===== config.mk =====
export PLATFORM = sky130hd
export DESIGN_NAME = rem_ctrl
export DESIGN_NICKNAME = d
export VERILOG_FILES = /design/src/sv/rem_pkg.sv /design/src/sv/rem_ctrl.sv
export SDC_FILE = /design/constraint.sdc
export NUM_CORES = 1
export LEC_CHECK = 0
export BUFFER_PORTS_ARGS = -buffer_cell sky130_fd_sc_hd__buf_2
export CORE_AREA = 5 5 42 44
export DETAILED_ROUTE_END_ITERATION = 6
export DIE_AREA = 0 0 47 49
export PLACE_DENSITY = 0.44
export SYNTH_ARGS = -nofsm -noshare
export SYNTH_HDL_FRONTEND = slang
export SYNTH_SLANG_ARGS = --single-unit
export TNS_END_PERCENT = 5

===== constraint.sdc =====
create_clock -name clk -period 0.95 [get_ports clk]
set_input_delay 0.19 -clock clk [delete_from_list [all_inputs] [get_ports clk]]
set_output_delay 0.19 -clock clk [all_outputs]
set_load 0.02 [all_outputs]

===== src/sv/rem_pkg.sv =====
// Shared types and constants for the reachable edge matrix builder.
// Used by every module of the block; depends on nothing.
`timescale 1ns / 1ps

package rem_pkg;

  localparam int ROOM_W      = 6;
  localparam int ROW_W       = 64;
  localparam int CNT_W       = 7;
  localparam int KIND_W      = 2;
  localparam int CFG_IDX_W   = 2;
  localparam int CFG_DATA_W  = 7;
  localparam int IN_TDATA_W  = 16;
  localparam int OUT_TDATA_W = 136;
  localparam int OUT_PAD_W   = OUT_TDATA_W - (ROOM_W + 2 * ROW_W);

  localparam logic [CNT_W-1:0]  RST_ROOM_COUNT = 7'd64;
  localparam logic [ROOM_W-1:0] RST_START_ROOM = 6'd0;
  localparam logic [ROOM_W-1:0] RST_END_ROOM   = 6'd1;

  typedef enum logic [KIND_W-1:0] {
    KIND_LINK  = 2'd0,
    KIND_WALK  = 2'd1,
    KIND_CLEAR = 2'd2
  } rem_kind_t;

  typedef enum logic [CFG_IDX_W-1:0] {
    CFG_ROOM_COUNT = 2'd0,
    CFG_START_ROOM = 2'd1,
    CFG_END_ROOM   = 2'd2
  } rem_cfg_idx_t;

  typedef enum logic [1:0] {
    ST_IDLE,
    ST_SWEEP,
    ST_EMIT_RD,
    ST_EMIT_LD
  } rem_state_t;

  // controller -> datapath
  typedef struct packed {
    logic link_wr;
    logic clear_all;
    logic walk_init;
    logic ptr_clr;
    logic sweep_step;
    logic emit_rd;
    logic emit_load;
  } rem_cmd_t;

  // datapath -> controller
  typedef struct packed {
    logic pend_empty;
    logic out_free;
    logic emit_last;
  } rem_stat_t;

endpackage


===== src/sv/rem_ctrl.sv =====
// Controller FSM: accepts items, runs the reachability sweep, paces row emission.
// Depends on rem_pkg.
`timescale 1ns / 1ps

module rem_ctrl (
  input  logic                          clk,
  input  logic                          rst_n,
  input  logic                          in_tvalid,
  output logic                          in_tready,
  input  logic [rem_pkg::KIND_W-1:0]    in_tuser,
  input  rem_pkg::rem_stat_t            stat,
  output rem_pkg::rem_cmd_t             cmd
);

  rem_pkg::rem_state_t state_r, state_nxt;

  always_ff @(posedge clk) begin
    if (!rst_n) begin
      state_r <= rem_pkg::ST_IDLE;
    end else begin
      state_r <= state_nxt;
    end
  end

  always_comb begin
    state_nxt = state_r;
    cmd       = '0;
    in_tready = 1'b0;
    case (state_r)
      rem_pkg::ST_IDLE: begin
        in_tready = 1'b1;
        if (in_tvalid) begin
          case (in_tuser)
            rem_pkg::KIND_LINK:  cmd.link_wr = 1'b1;
            rem_pkg::KIND_CLEAR: cmd.clear_all = 1'b1;
            rem_pkg::KIND_WALK: begin
              cmd.walk_init = 1'b1;
              cmd.ptr_clr   = 1'b1;
              state_nxt     = rem_pkg::ST_SWEEP;
            end
            default: ;
          endcase
        end
      end
      rem_pkg::ST_SWEEP: begin
        // keep scanning rows until no reached room is left unexpanded
        if (stat.pend_empty) begin
          cmd.ptr_clr = 1'b1;
          state_nxt   = rem_pkg::ST_EMIT_RD;
        end else begin
          cmd.sweep_step = 1'b1;
        end
      end
      rem_pkg::ST_EMIT_RD: begin
        cmd.emit_rd = 1'b1;
        state_nxt   = rem_pkg::ST_EMIT_LD;
      end
      rem_pkg::ST_EMIT_LD: begin
        if (stat.out_free) begin
          cmd.emit_load = 1'b1;
          state_nxt     = stat.emit_last ? rem_pkg::ST_IDLE : rem_pkg::ST_EMIT_RD;
        end
      end
      default: state_nxt = rem_pkg::ST_IDLE;
    endcase
  end

endmodule


==> flow_metrics.py, run 1 <==
metrics = {
    "die": {
        "ios": 16,
        "die_h_um": 49,
        "start_util": 0.137,
        "die_w_um": 47,
        "rows": 14,
        "die-area_um2": 2300,
        "coreArea_um2": 1400,
    },
    "critical_path": {
        "cp-end-kind": "output pin",
        "cp-start-kind": "flip-flop",
        "cp_max_fo": 8,
        "required_ns": 0.76,
        "worstSetupPathType": "flip-flop to output pin",
        "worst-endpoint-arrival_ns": 1.05,
    },
    "detailed_routing": {
        "drt-total-wl_um": 618,
        "drc": 0,
        "wire_per_inst_um": 10.1,
        "vias": 252,
        "post_drt_via_cell_ratio": 4.13,
        "ant_nets": 0,
        "drt-initial-drc-count": 3,
        "first_pass_iters": 4,
    },
    "clocking": {
        "ctsHoldBuffers": 0,
        "path_clk_slew_ns": 0.03,
        "cts_buffer_depth": 2,
        "htreeDepth": 1,
        "clock_latency_ns": 0.22,
        "cts_buffers": 3,
        "cts.sinks": 2,
        "root_buffer": "clkbuf_4",
        "cts_tree": "built",
    },
    "status": {
        "outcome": "finished, violations left",
        "violations": "negative setup slack",
    },
    "timing": {
        "worst_pin_slew_ns": 0.174,
        "fmax_mhz": 807,
        "slew-limit-headroom": 0.884,
        "period_share": 1.30,
        "fin_skew_ns": 0.00317,
        "slew_violations": 0,
        "rsz0062_at_grt": "true",
        "final_hold_viol_count": 0,
        "finalCriticalPeriod_ns": 1.24,
        "setup_ws_ns": -0.289,
        "hold_ws_ns": 0.226,
        "setup_viol": 9,
    },
    "global_routing": {
        "grt-ovfl-total": 0,
        "grt_max_degree": 9,
        "grt_first_pass_wirelength_mm": 1.08,
        "grt_usage": 0.0690,
        "antenna_found_initial": 0,
        "grt_pass1_vias": 264,
    },
    "power_and_ir_drop": {
        "power_density_nw_per_um2": 1170,
        "clock_power_share": 0.393,
        "seq_power_share": 0.229,
        "p_sw_frac": 0.296,
        "p_total_mw": 0.474,
        "switchingPower_mw": 0.140,
        "peakVddDrop_v": 0.000413,
        "intPower_mw": 0.333,
        "combPwrFrac": 0.378,
        "p_leak_nw": 0.193,
    },
    "cells_and_area": {
        "final_cell_mix": "buf_4, buf_2, buf_6, clkbuf_4",
        "layout_commonest_cell": "buf_4",
        "reg_top3": "state_r x2",
        "fin_area_um2": 404,
        "drive_gt1_frac": 0.778,
        "largest_reg_flops": 2,
        "antenna_cells": 0,
        "area_growth_pct": 111,
        "finalNetCount": 55,
        "regMostFlops": "state_r",
    },
    "synth": {
        "yosysWarnings": 0,
        "avgSynthCellArea_um2": 8.70,
        "syn-num-nets": 30,
        "synth.distinct_cells": 17,
        "yosysSeqAreaShare": 0.209,
        "synth_cells": 22,
        "ys_seq_elements": 2,
        "syn_area_um2": 191,
    },
    "place": {
        "place_hpwl_um": 439,
        "postPlaceCellArea_um2": 308,
        "port_buffers": 15,
        "place.gp.congestion": 0.624,
    },
    "flow_run": {
        "max_cap_violations": 0,
    },
    "worst_hold_path": {
        "hold_class": "input pin to flip-flop",
    },
}
==> per-layer routing <==
layer | share of wire | GRT usage | vias to the layer above
met5 | 0 | 0 | -
met4 | 0.055 | 0.0829 | 0
met3 | 0.078 | 0.0258 | 4
met2 | 0.51 | 0.102 | 11
met1 | 0.35 | 0.0615 | 111
li1 | - | - | 126
==> metrics by stage <==
stage,setup slack [ns],setup TNS (ns),instances,util
finish,-0.289,-1.90,61,0.288
global route,-0.336,-2.38,61,0.288
CTS,-0.305,-2.07,61,0.286
detailed placement,-0.232,-1.35,55,0.220
global placement,-0.243,-1.48,55,0.220
floorplan,-0.171,-0.682,22,-
==> cells by family (layout without fill, tap and decap cells) <==
| logic type | after synthesis | in the layout | share of synthesized area |
|---|---|---|---|
| and+or+nand+nor | 13 | 13 | 0.431 |
| DFF | 2 | 2 | 0.209 |
| muxes | 1 | 1 | 0.0784 |
| buffers and inverters | 3 | 26 | 0.137 |
| AOI/OAI and AO/OA | 3 | 3 | 0.144 |
==> final timing paths <==
kind	startpoint	endpoint	slack (ns)	cells past startpoint
worst max-delay path	state_r[1]	cmd[6]	-0.29	3
worst min-delay path	rst_n	state_r[1]	0.23	3
worst max register to register	state_r[1]	state_r[0]	-0.05	4
worst min register to register	state_r[0]	state_r[0]	0.51	1
==> power groups by stage <==
| stage | Sequential [mW] | Clock (mW) | Combinational, mW |
|---|---|---|---|
| after global placement | 0.112 | 0 | 0.134 |
| after CTS | 0.108 | 0.200 | 0.179 |
| after floorplan | 0.0948 | 0 | 0.101 |
| after global routing | 0.112 | 0.195 | 0.194 |
| after detailed placement | 0.111 | 0 | 0.134 |
| final | 0.109 | 0.186 | 0.179 |
==> final cells by class <==
class / count / area [um^2]
clock buffer: 3 / 22.5
fill: 165 / 997
inverter: 1 / 3.75
multi-input combinational: 17 / 148
sequential: 2 / 47.5
tap: 16 / 20.0
timing repair buffer: 22 / 163
==> synthesized netlist by cell type, drive strengths merged <==
cell type,n,area [um^2]
and4bb,1,12.5
nor3b,1,7.51
buf,2,22.5
nor2b,1,6.26
a221oi,1,15.0
nand2,2,7.51
a21oi,1,5.00
dfxtp,2,40.0
and3,1,6.26
nand3,1,5.00
mux2,1,15.0
o21a,1,7.51
inv,1,3.75
nor2,2,7.51
nand3b,2,15.0
and4b,1,10.0
nor3,1,5.00
==> critical path, cell delays in order (launching register included) <==
cell	delay, ns
dfxtp_4	0.36
nor2_4	0.11
and4bb_2	0.23
buf_6	0.11
==> timing repair <==
item,CTS,global route
cloned,0,0
gates resized for setup,17,1
setup buffers,3,0
pin swaps,4,3
endpoints found under the setup margin,9,10
Note: power is estimated with default switching activity, not from simulation.
==> run 2: changes to the inputs <==
==> constraint.sdc (replaced) <==
create_clock -name clk -period 1.13 [get_ports clk]
set_input_delay 0.226 -clock clk [delete_from_list [all_inputs] [get_ports clk]]
set_output_delay 0.226 -clock clk [all_outputs]
set_load 0.02 [all_outputs]
==> run 2 against run 1 <==
- sequential power shrank 19%
- register-to-register slack gained 0.19 ns
- the run still ends with negative setup slack left
- final cell count grew 1.6%
- routed wire length grew 6.3%
- critical path depth is the same
==> flow_metrics.py, run 2 (same netlist as run 1, synthesis figures left out) <==
metrics = {
    "status": {
        "outcome": "finished, violations left",
        "violations": "negative setup slack",
    },
    "place": {
        "port_buffers": 15,
        "place.gp.congestion": 0.672,
        "place_hpwl_um": 491,
        "preCtsSetupSlack_ns": -0.0872,
        "postPlaceCellArea_um2": 329,
        "place_inst": 58,
    },
    "timing": {
        "period_share": 1.15,
        "slew-limit-headroom": 0.888,
        "setup_viol": 8,
        "slew_violations": 0,
        "rsz0062_at_grt": "true",
        "setup_tns_ns": -0.810,
        "worst_pin_slew_ns": 0.167,
        "setup_ws_ns": -0.168,
        "fmax_mhz": 771,
        "fin_skew_ns": 0.0000349,
        "final_hold_viol_count": 0,
        "finalCriticalPeriod_ns": 1.30,
    },
    "detailed_routing": {
        "drt-total-wl_um": 657,
        "drt-initial-drc-count": 0,
        "vias": 252,
        "ant_nets": 0,
        "wire_per_inst_um": 10.6,
        "drc": 0,
        "first_pass_iters": 1,
        "post_drt_via_cell_ratio": 4.06,
    },
    "power_and_ir_drop": {
        "p_total_mw": 0.394,
        "power_density_nw_per_um2": 1000,
        "peakVddDrop_v": 0.000269,
        "p_leak_nw": 0.197,
    },
    "critical_path": {
        "cp_max_fo": 6,
        "worst-endpoint-arrival_ns": 1.07,
        "regToRegSetupSlack_ns": 0.14,
        "worstSetupPathType": "flip-flop to output pin",
        "cp-end-kind": "output pin",
        "required_ns": 0.90,
        "r2r-end": "state_r[0]",
        "cp-start-kind": "flip-flop",
        "reg2reg_from": "state_r[1]",
        "r2r_cells": 2,
    },
    "die": {
        "die_h_um": 49,
        "die_w_um": 47,
        "ios": 16,
        "die-area_um2": 2300,
        "start_util": 0.137,
        "rows": 14,
        "coreArea_um2": 1400,
    },
    "clocking": {
        "cts_buffers": 3,
        "path_clk_slew_ns": 0.03,
        "cts.sinks": 2,
        "cts_tree": "built",
        "clock_latency_ns": 0.22,
        "root_buffer": "clkbuf_4",
        "cts_buffer_depth": 2,
        "htreeDepth": 1,
    },
    "cells_and_area": {
        "drive_gt1_frac": 0.717,
        "area_growth_pct": 105,
        "final_cells": 62,
        "layout_commonest_cell": "buf_4",
        "reg_top3": "state_r x2",
        "largest_reg_flops": 2,
        "finalNetCount": 56,
        "regMostFlops": "state_r",
        "antenna_cells": 0,
        "fin_area_um2": 393,
        "final_cell_mix": "buf_4, buf_2, clkbuf_4, buf_6",
    },
    "global_routing": {
        "grt_usage": 0.0703,
        "antenna_found_initial": 0,
        "grt_first_pass_wirelength_mm": 1.09,
        "grt_max_degree": 10,
        "grt_pass1_vias": 254,
        "grt-ovfl-total": 0,
    },
    "worst_hold_path": {
        "hold_class": "input pin to flip-flop",
        "hp-start": "rst_n",
        "holdPathEnd": "state_r[0]",
        "holdPathStages": 3,
    },
    "flow_run": {
        "max_cap_violations": 0,
    },
}
-- run 2: critical path, stage by stage, from the launching register on --
cell,delay [ns]
dfxtp_4,0.35
nor2_4,0.13
and4bb_2,0.25
buf_6,0.12
-- run 2: how the worst max path moves through the flow --
stage | start | endpoint | slack [ns]
final | state_r[0] | cmd[6] | -0.17
after global routing | state_r[0] | cmd[6] | -0.24
after CTS | state_r[1] | cmd[6] | -0.18
after detailed placement | in_tuser[1] | cmd[3] | -0.09
after global placement | in_tuser[1] | cmd[3] | -0.11
after floorplan | state_r[0] | cmd[5] | -0.04
-- run 2: what timing repair did --
item                                   in CTS  in global routing
setup buffers                               0                  1
pin swaps                                   3                  3
resized for setup                          14                  1
endpoints found under the hold margin       0                  0
hold buffers                                0                  0
setup endpoints to repair                   8                  8
-- run 2: layout make-up --
| class | instances | area (um^2) |
|---|---|---|
| Clock buffer | 3 | 22.5 |
| Fill cell | 157 | 1010 |
| Multi-Input combinational cell | 17 | 138 |
| Inverter | 1 | 3.75 |
| Sequential cell | 2 | 47.5 |
| Tap cell | 16 | 20.0 |
| Timing Repair Buffer | 23 | 161 |
-- run 2: per-stage QoR --
step / hold WS, ns / util
2_1_floorplan: 0.371 / -
3_3_place_gp: 0.497 / 0.235
3_5_place_dp: 0.494 / 0.235
4_1_cts: 0.246 / 0.277
5_1_grt: 0.245 / 0.280
6_report: 0.254 / 0.280
-- run 2: metal layers --
metal | global-route usage | up-vias | wire length (um)
met3 | 0.0812 | 0 | 119
met2 | 0.0679 | 18 | 219
met4 | 0.0415 | 0 | 0
li1 | - | 130 | -
met1 | 0.0852 | 104 | 318
met5 | 0 | - | 0
-- run 2: power by group --
group	total, mW	leakage, nW	switching, mW	internal (mW)
sequential	0.0884	0.0178	0.0120	0.0764
clock	0.157	0.0138	0.0395	0.117
combinational	0.149	0.165	0.0653	0.0841
